**config.mk**
```make
export PLATFORM = sky130hd
export DESIGN_NAME = signed_int_to_radix_digits
export DESIGN_NICKNAME = d
export VERILOG_FILES = /design/src/design/sird_pkg.sv /design/src/design/sird_cfg.sv /design/src/design/sird_ctrl.sv /design/src/design/sird_dp.sv /design/src/design/signed_int_to_radix_digits.sv
export VERILOG_INCLUDE_DIRS = /design/src /design/src/design
export SDC_FILE = /design/constraint.sdc
export NUM_CORES = 2
export LEC_CHECK = 0
export ABC_AREA = 0
export BUFFER_PORTS_ARGS = -buffer_cell sky130_fd_sc_hd__buf_4
export CAP_MARGIN = 0
export CORE_ASPECT_RATIO = 1.75
export CORE_UTILIZATION = 47
export CTS_BUF_LIST = sky130_fd_sc_hd__clkbuf_16
export DETAILED_ROUTE_END_ITERATION = 16
export HOLD_SLACK_MARGIN = 0.05
export SYNTH_ARGS = -nofsm -noshare
export SYNTH_HDL_FRONTEND = slang
export SYNTH_SLANG_ARGS = --single-unit
```
**constraint.sdc**
```tcl
create_clock -name clk -period 8.85 [get_ports clk]
set_input_delay 1.77 -clock clk [delete_from_list [all_inputs] [get_ports clk]]
set_output_delay 1.77 -clock clk [all_outputs]
set_load 0.1 [all_outputs]
```
**src/design/signed_int_to_radix_digits_defines.svh**
```systemverilog
// assertion macros used by the top design file
`ifndef SIGNED_INT_TO_RADIX_DIGITS_DEFINES_SVH
`define SIGNED_INT_TO_RADIX_DIGITS_DEFINES_SVH

`ifndef SYNTHESIS
// same-cycle implication, checked outside reset
`define SIRD_ASSERT_SAME(label, clk, rst, ante, cons) \
  label: assert property (@(posedge clk) disable iff (rst) (ante) |-> (cons)) \
    else $error("assertion failed");
// next-cycle implication, checked outside reset
`define SIRD_ASSERT_NEXT(label, clk, rst, ante, cons) \
  label: assert property (@(posedge clk) disable iff (rst) (ante) |=> (cons)) \
    else $error("assertion failed");
`else
`define SIRD_ASSERT_SAME(label, clk, rst, ante, cons)
`define SIRD_ASSERT_NEXT(label, clk, rst, ante, cons)
`endif

`endif

```
**src/design/sird_pkg.sv**
```systemverilog
`timescale 1ns / 1ps

package sird_pkg;

  // largest radix the alphabet may hold
  localparam int MAX_RADIX = 16;

  localparam logic [7:0] CHAR_PLUS   = 8'h2B;
  localparam logic [7:0] CHAR_MINUS  = 8'h2D;
  localparam logic [7:0] PRINT_FIRST = 8'd32;
  localparam logic [7:0] PRINT_LAST  = 8'd126;

  // register indexes of the configuration port
  typedef enum logic [1:0] {
    REG_RADIX_LENGTH  = 2'd0,
    REG_ALPHABET_LOW  = 2'd1,
    REG_ALPHABET_HIGH = 2'd2,
    REG_UNUSED        = 2'd3
  } sird_reg_t;

  localparam logic [4:0]  RESET_RADIX_LENGTH  = 5'd10;
  localparam logic [63:0] RESET_ALPHABET_LOW  = 64'h3736353433323130;
  localparam logic [63:0] RESET_ALPHABET_HIGH = 64'h4645444342413938;

  typedef enum logic [2:0] {
    ST_IDLE,
    ST_MUL,
    ST_CORR,
    ST_SIGN,
    ST_EMIT,
    ST_ERR
  } sird_state_t;

  // commands from controller to datapath
  typedef struct packed {
    logic load_in;
    logic mul;
    logic corr;
    logic put_sign;
    logic put_digit;
    logic put_err;
  } sird_cmd_t;

  // status from datapath to controller
  typedef struct packed {
    logic alpha_ok;
    logic div_done;
    logic neg;
    logic ptr_zero;
    logic out_free;
  } sird_stat_t;

  // character at a given alphabet position
  function automatic logic [7:0] alpha_char(input logic [63:0] lo, input logic [63:0] hi,
                                            input logic [3:0] pos);
    logic [63:0] word;
    word = pos[3] ? hi : lo;
    return word[{pos[2:0], 3'b000} +: 8];
  endfunction

  // floor(2^32 / d): quotient estimate is exact or one short
  function automatic logic [31:0] recip(input logic [4:0] d);
    logic [31:0] m;
    unique case (d)
      5'd2:    m = 32'h8000_0000;
      5'd3:    m = 32'h5555_5555;
      5'd4:    m = 32'h4000_0000;
      5'd5:    m = 32'h3333_3333;
      5'd6:    m = 32'h2AAA_AAAA;
      5'd7:    m = 32'h2492_4924;
      5'd8:    m = 32'h2000_0000;
      5'd9:    m = 32'h1C71_C71C;
      5'd10:   m = 32'h1999_9999;
      5'd11:   m = 32'h1745_D174;
      5'd12:   m = 32'h1555_5555;
      5'd13:   m = 32'h13B1_3B13;
      5'd14:   m = 32'h1249_2492;
      5'd15:   m = 32'h1111_1111;
      5'd16:   m = 32'h1000_0000;
      default: m = 32'h0000_0000;
    endcase
    return m;
  endfunction

endpackage

```
**src/design/sird_cfg.sv**
```systemverilog
`timescale 1ns / 1ps

module sird_cfg import sird_pkg::*; (
  input  logic        clk,
  input  logic        rst,
  input  logic        cfg_valid,
  output logic        cfg_ready,
  input  logic [1:0]  cfg_index,
  input  logic [63:0] cfg_data,
  output logic [4:0]  radix_length,
  output logic [63:0] alphabet_low,
  output logic [63:0] alphabet_high,
  output logic        alpha_ok
);

  logic [7:0] chars [MAX_RADIX];

  assign cfg_ready = 1'b1;

  // register file
  always_ff @(posedge clk) begin
    if (rst) begin
      radix_length  <= RESET_RADIX_LENGTH;
      alphabet_low  <= RESET_ALPHABET_LOW;
      alphabet_high <= RESET_ALPHABET_HIGH;
    end else if (cfg_valid && cfg_ready) begin
      unique case (sird_reg_t'(cfg_index))
        REG_RADIX_LENGTH:  radix_length  <= cfg_data[4:0];
        REG_ALPHABET_LOW:  alphabet_low  <= cfg_data;
        REG_ALPHABET_HIGH: alphabet_high <= cfg_data;
        REG_UNUSED:        ;
      endcase
    end
  end

  // characters in alphabet order
  always_comb begin
    for (int i = 0; i < MAX_RADIX; i++) begin
      chars[i] = alpha_char(alphabet_low, alphabet_high, 4'(i));
    end
  end

  // alphabet check: radix range, printable, no signs, no duplicates
  always_comb begin
    alpha_ok = (radix_length >= 5'd2) && (radix_length <= 5'(MAX_RADIX));
    for (int a = 0; a < MAX_RADIX; a++) begin
      if (5'(a) < radix_length) begin
        if (chars[a] == CHAR_PLUS || chars[a] == CHAR_MINUS ||
            chars[a] < PRINT_FIRST || chars[a] > PRINT_LAST) begin
          alpha_ok = 1'b0;
        end
        for (int b = a + 1; b < MAX_RADIX; b++) begin
          if (5'(b) < radix_length && chars[a] == chars[b]) begin
            alpha_ok = 1'b0;
          end
        end
      end
    end
  end

endmodule

```
**src/design/sird_ctrl.sv**
```systemverilog
`timescale 1ns / 1ps

module sird_ctrl import sird_pkg::*; (
  input  logic        clk,
  input  logic        rst,
  input  logic        in_valid,
  output logic        in_stall,
  input  sird_stat_t  stat,
  output sird_cmd_t   cmd,
  output sird_state_t state
);

  sird_state_t state_next;

  always_ff @(posedge clk) begin
    if (rst) begin
      state <= ST_IDLE;
    end else begin
      state <= state_next;
    end
  end

  // next state
  always_comb begin
    state_next = state;
    unique case (state)
      ST_IDLE: if (in_valid) state_next = ST_MUL;
      ST_MUL:  state_next = stat.alpha_ok ? ST_CORR : ST_ERR;
      ST_CORR: begin
        if (stat.div_done) begin
          state_next = stat.neg ? ST_SIGN : ST_EMIT;
        end else begin
          state_next = ST_MUL;
        end
      end
      ST_SIGN: if (stat.out_free) state_next = ST_EMIT;
      ST_EMIT: if (stat.out_free && stat.ptr_zero) state_next = ST_IDLE;
      ST_ERR:  if (stat.out_free) state_next = ST_IDLE;
      default: state_next = ST_IDLE;
    endcase
  end

  // command outputs
  always_comb begin
    cmd      = '0;
    in_stall = 1'b1;
    unique case (state)
      ST_IDLE: begin
        in_stall    = 1'b0;
        cmd.load_in = in_valid;
      end
      ST_MUL:  cmd.mul       = 1'b1;
      ST_CORR: cmd.corr      = 1'b1;
      ST_SIGN: cmd.put_sign  = stat.out_free;
      ST_EMIT: cmd.put_digit = stat.out_free;
      ST_ERR:  cmd.put_err   = stat.out_free;
      default: cmd = '0;
    endcase
  end

endmodule

```
**src/design/sird_dp.sv**
```systemverilog
`timescale 1ns / 1ps

module sird_dp import sird_pkg::*; (
  input  logic        clk,
  input  logic        rst,
  input  logic [31:0] value,
  input  logic [4:0]  radix_length,
  input  logic [63:0] alphabet_low,
  input  logic [63:0] alphabet_high,
  input  logic        alpha_ok,
  input  sird_cmd_t   cmd,
  output sird_stat_t  stat,
  output logic        out_valid,
  input  logic        out_stall,
  output logic [7:0]  char_out,
  output logic        last_char,
  output logic        bad_alphabet
);

  logic [31:0] mag;
  logic        neg;
  logic [31:0] prod_hi;
  logic [63:0] prod;
  logic [5:0]  nd;
  logic [4:0]  ptr;
  logic [3:0]  digits [32];

  logic [10:0] qd;
  logic [5:0]  rem0;
  logic        fix;
  logic [31:0] q;
  logic [3:0]  rem;
  logic        load_out;

  // quotient estimate from reciprocal, then one correction step
  assign prod = 64'(mag) * 64'(recip(radix_length));
  assign qd   = 11'(prod_hi[5:0]) * 11'(radix_length);
  assign rem0 = mag[5:0] - qd[5:0];
  assign fix  = rem0 >= 6'(radix_length);
  assign q    = prod_hi + 32'(fix);
  assign rem  = fix ? 4'(rem0 - 6'(radix_length)) : rem0[3:0];

  // working registers
  always_ff @(posedge clk) begin
    if (cmd.load_in) begin
      neg <= value[31];
      mag <= value[31] ? (~value + 32'd1) : value;
      nd  <= '0;
    end
    if (cmd.mul) begin
      prod_hi <= prod[63:32];
    end
    if (cmd.corr) begin
      digits[nd[4:0]] <= rem;
      mag             <= q;
      nd              <= nd + 6'd1;
      ptr             <= nd[4:0];
    end
    if (cmd.put_digit) begin
      ptr <= ptr - 5'd1;
    end
  end

  assign load_out = cmd.put_sign || cmd.put_digit || cmd.put_err;

  // output register
  always_ff @(posedge clk) begin
    if (rst) begin
      out_valid <= 1'b0;
    end else if (load_out) begin
      out_valid <= 1'b1;
    end else if (!out_stall) begin
      out_valid <= 1'b0;
    end
  end

  always_ff @(posedge clk) begin
    if (load_out) begin
      priority if (cmd.put_err) begin
        char_out     <= 8'd0;
        last_char    <= 1'b1;
        bad_alphabet <= 1'b1;
      end else if (cmd.put_sign) begin
        char_out     <= CHAR_MINUS;
        last_char    <= 1'b0;
        bad_alphabet <= 1'b0;
      end else begin
        char_out     <= alpha_char(alphabet_low, alphabet_high, digits[ptr]);
        last_char    <= ptr == 5'd0;
        bad_alphabet <= 1'b0;
      end
    end
  end

  // status back to the controller
  always_comb begin
    stat.alpha_ok = alpha_ok;
    stat.div_done = (q == 32'd0) || (nd == 6'd31);
    stat.neg      = neg;
    stat.ptr_zero = ptr == 5'd0;
    stat.out_free = !out_valid || !out_stall;
  end

endmodule

```
**src/design/signed_int_to_radix_digits.sv**
```systemverilog
`timescale 1ns / 1ps
`include "signed_int_to_radix_digits_defines.svh"

// Converts one signed 32-bit value per item into its characters in the configured
// radix, most significant digit first, with a leading '-' for negatives and last_char
// set on the final character; an invalid alphabet gives one item with bad_alphabet set,
// char_out 0 and last_char 1. Each digit takes one reciprocal multiply (ST_MUL) and
// one correction step (ST_CORR); an item has 1 to 32 digits, and output stalls make
// it last longer. The input is stalled until the last character of the item is
// loaded; that character sits in an output register, so the next value is taken while
// it waits. The user is bound: Configuration is written only while idle; the block itself does not enforce it.
module signed_int_to_radix_digits import sird_pkg::*; (
  input  logic        clk,
  input  logic        rst,
  input  logic        in_valid,
  output logic        in_stall,
  input  logic [31:0] value,
  output logic        out_valid,
  input  logic        out_stall,
  output logic [7:0]  char_out,
  output logic        last_char,
  output logic        bad_alphabet,
  input  logic        cfg_valid,
  output logic        cfg_ready,
  input  logic [1:0]  cfg_index,
  input  logic [63:0] cfg_data
);

  logic [4:0]  radix_length;
  logic [63:0] alphabet_low;
  logic [63:0] alphabet_high;
  logic        alpha_ok;
  sird_cmd_t   cmd;
  sird_stat_t  stat;
  sird_state_t state;

  // configuration registers and alphabet check
  sird_cfg u_cfg (
    .clk           (clk),
    .rst           (rst),
    .cfg_valid     (cfg_valid),
    .cfg_ready     (cfg_ready),
    .cfg_index     (cfg_index),
    .cfg_data      (cfg_data),
    .radix_length  (radix_length),
    .alphabet_low  (alphabet_low),
    .alphabet_high (alphabet_high),
    .alpha_ok      (alpha_ok)
  );

  // sequencer
  sird_ctrl u_ctrl (
    .clk      (clk),
    .rst      (rst),
    .in_valid (in_valid),
    .in_stall (in_stall),
    .stat     (stat),
    .cmd      (cmd),
    .state    (state)
  );

  // division, digit store and output register
  sird_dp u_dp (
    .clk           (clk),
    .rst           (rst),
    .value         (value),
    .radix_length  (radix_length),
    .alphabet_low  (alphabet_low),
    .alphabet_high (alphabet_high),
    .alpha_ok      (alpha_ok),
    .cmd           (cmd),
    .stat          (stat),
    .out_valid     (out_valid),
    .out_stall     (out_stall),
    .char_out      (char_out),
    .last_char     (last_char),
    .bad_alphabet  (bad_alphabet)
  );

  // an accepted item keeps the input stalled on the next cycle
  `SIRD_ASSERT_NEXT(a_busy_after_accept, clk, rst, in_valid && !in_stall, in_stall)
  // error item has a fixed form
  `SIRD_ASSERT_SAME(a_err_form, clk, rst, out_valid && bad_alphabet, last_char && char_out == 8'd0)
  // a finished division is followed by the sign or the digit emission
  `SIRD_ASSERT_NEXT(a_corr_then_out, clk, rst, state == ST_CORR && stat.div_done, state == ST_SIGN || state == ST_EMIT)

endmodule

```
==> reports/metrics.cfg <==
[status]
result_of_the_run = finished, final reports clean

[critical_path]
r2r_cells = 28
regToRegSetupSlack_ns = 0.09
worst_path_most_repeated_cell = fa_1
crit_path_start_kind = flip-flop
critPathRequiredTime_ns = 9.22
worstSetupPathType = reg -> reg
capture_point_of_the_worst_reg_to_reg_path = u_dp.prod_hi[23]$_DFFE_PN_
timing.critical_path.max_delay_family = adder cells
critPathMaxFanout = 14
worstSetupEndpointType = flip-flop
crit-reg2reg-launch = u_dp.mag[8]$_DFFE_PP_
cp_num_buf_inv = 8
worstPathArrival_ns = 9.13
timing.critical_path.slowest_cell_delay_ns = 0.89
crit_slowest_cell = edfxtp_1
setup.worst_path.start = u_dp.mag[8]$_DFFE_PP_

[detailed_routing]
remaining_drc_errors = 0
post_drt_wl_per_cell_um = 28.98
detail_route.iter0.violations = 4008
postRouteAntennaNets = 0
detail_route.vias_per_cell = 5.894
routed_wl_mm = 240.6
dr.pass1.iters = 6
detailroute.via_count = 48936

[timing]
layout_min_cycle_time_ns = 8.759
post-route-period-util = 0.9897
worst_slew_slack_as_a_fraction_of_its_limit = 0.07607
worst_max_slew_pin_slew_ns = 1.374
rsz0062_at_grt = no
final_hold_viol_count = 0
skew_ns = 0.03447
timing.setup.tns_ns = 0
setup_viol_count_final = 0
fmax_ghz = 0.1142
finalMaxSlewViolations = 0

[synthesis]
asyncSetResetFlopFracSynth = 0
gate_count_of_the_mapped_netlist = 6623
ys.flop_type = edfxtp_1
largest_family_of_logic_cells_by_synthesized_area = adder cells
library_cell_occupying_the_most_area_in_the_post_synthesis_netlist = fa_1
postSynthRegisterBits = 378
post_synthesis_sequential_area_ratio = 0.1598
synth.lib_cells_used.distinct = 68
synthMuxAreaShare = 0.02804
adder_cell_share_of_the_synthesized_area = 0.3563
synth_area_leaders = fa_1 (30%), edfxtp_1 (11%), xnor2_1 (9.8%)
synthXorXnorAreaFrac = 0.1543
syn-num-nets = 7915
yosys.area.top_type_share = 0.2975
synth-edff-count = 214
synth_compound_area_frac = 0.05172
synth.cell_area_mm2 = 0.06077
yosys.area_share.simple = 0.1525
post_synth.cell_area_avg_um2 = 9.176
synth-warning-count = 0

[hold_path]
depth_of_the_worst_hold_timing_path = 2
hold_start = u_cfg.alphabet_low[11]$_SDFFE_PP0P_
whs_endpoint = u_cfg.alphabet_low[11]$_SDFFE_PP0P_
worstHoldPathType = reg -> reg

[floorplanning]
core_mm2 = 0.1284
ioPinCount = 116
starting_utilization_of_the_core_area = 0.4731
die-area_mm2 = 0.1308
die_x_um = 273.8
floorplan.rows = 174
die-height_um = 477.7

[clock_network]
tritoncts_num_sinks = 378
cts.root.buffer_cell = clkbuf_16
tritoncts.num_buffers = 39
path_clk_slew_ns = 0.07
cts.path.max_buffers = 3
number_of_hold_buffers_added_after_cts = 0
h-tree-depth = 2
clkLatencyLatePin_ns = 0.65
tritoncts = done

[placement]
portBuffers = 114
gp_congestion = 1.019
place.detailed.hpwl_mm = 186.0

[run]
max_cap_viol_count = 0

[global_route]
grt_antenna_before_repair = 11
groute.usage.overall = 0.3734
first_pass_grt_wire_length_mm = 350.8
first_global_vias = 52471
grt_start_max_net_pins = 87
grt_overflow = 0

[finish]
synthToLayoutAreaGrowth_pct = 7.976
nFillCells = 12188
finish.net_count = 7889
share_of_layout_cells_above_drive_strength_1 = 0.08815

-- worst register-to-register path, delay by kind of cell (launching register included) --
kind,cells,cell delay [ns]
fa+ha+maj,9,4.23
buf+inv,8,0.69
simple gates,3,1.01
xor+xnor,1,0.17
compound gates,7,1.53
flops,1,0.89
-- per-stage QoR --
step                      cell area, um^2  hold WS (ns)  setup WS [ns]  utilization  instances
after detailed placement            64190        0.4488         0.2142       0.4997       8224
final                               65620        0.4542        0.09111       0.5109       8302
after CTS                           65570        0.4573         0.1482       0.5105       8293
after floorplan                     60770        0.5026          1.587            -       6623
after global placement              64190        0.4432         0.1378       0.4997       8224
after global routing                65620        0.4822       0.003539       0.5108       8300
-- cells in the mapped netlist, types with 133 or more instances --
cell type / n
fa_1: 903
nor2_1: 134
nand2_1: 787
ha_1: 286
edfxtp_1: 214
dfxtp_1: 164
and2_1: 329
nand4_1: 187
xnor2_1: 682
clkbuf_1: 255
inv_1: 1011
xor2_1: 389
buf_2: 133
a21oi_1: 191
-- placed cells by master, fill, tap and decap left out, types with 58 or more instances in the layout --
cell / netlist / routed
a21oi_1: 191 / 190
and2_1: 329 / 329
buf_4: 5 / 417
dfxtp_1: 164 / 159
edfxtp_1: 214 / 214
fa_1: 903 / 903
ha_1: 286 / 286
inv_1: 1011 / 1014
nand2_1: 787 / 786
nand3b_1: 58 / 58
nand4_1: 187 / 187
nor2_1: 134 / 134
nor3_1: 92 / 90
nor4_1: 114 / 113
o21ai_0: 76 / 74
xnor2_1: 682 / 682
xor2_1: 389 / 389
-- per-layer routing --
metal	wire, um	global-route usage
met1	78290	0.3925
met2	116600	0.6287
met3	17690	0.06379
met4	27990	0.3487
met5	23	0
-- registers in the layout (all words and copies together) (netlist names), named ones only --
signal               cells
u_dp.nd                  6
u_dp.neg                 1
u_cfg.alphabet_high     64
u_dp.ptr                 5
u_dp.char_out            8
u_dp.last_char           1
u_dp.digits            128
u_dp.mag                32
u_ctrl.state             3
u_dp.out_valid           1
u_dp.prod_hi            32
u_cfg.radix_length       5
u_cfg.alphabet_low      64
u_dp.bad_alphabet        1
-- how the worst max path moves through the flow --
stage                     depth (start not counted)  slack, ns                         end
after floorplan                                  27       1.59  u_dp.prod_hi[23]$_DFFE_PN_
after global placement                           23       0.14  u_dp.prod_hi[29]$_DFFE_PN_
after global routing                             26      0.004  u_dp.prod_hi[23]$_DFFE_PN_
after detailed placement                         29       0.21  u_dp.prod_hi[23]$_DFFE_PN_
final                                            28       0.09  u_dp.prod_hi[23]$_DFFE_PN_
after CTS                                        23       0.15  u_dp.prod_hi[29]$_DFFE_PN_
-- timing repair --
item | CTS | global route
hold endpoints to repair | 0 | 0
gates resized for setup | 0 | 6
buffers inserted | 0 | 3
endpoints found under the setup margin | 0 | 12
-- cells by family (layout without fill, tap and decap cells) --
kind of cell / after synthesis / count (layout)
simple gates: 1853 / 1853
buf+inv: 1509 / 1511
fa+ha+maj: 1189 / 1189
xor+xnor: 1071 / 1071
compound gates: 505 / 505
flops: 378 / 378
mux: 117 / 117
other cells: 1 / 6
-- layout make-up --
| cell class | instances | area (um^2) | share of cell area |
|---|---|---|---|
| multi-input combinational | 4736 | 45230 | 0.6892 |
| clock buffer | 42 | 1051 | 0.01602 |
| tap | 1672 | 2092 | 0.03188 |
| sequential | 378 | 9716 | 0.1481 |
| timing repair buffer | 431 | 3396 | 0.05175 |
| clock inverter | 27 | 330.3 | 0.005034 |
| antenna | 5 | 12.51 | 0.0001907 |
| inverter | 1011 | 3795 | 0.05783 |
Power is not shown: default switching activity piles up to over one toggle a cycle in this logic, so the estimate is an artifact.
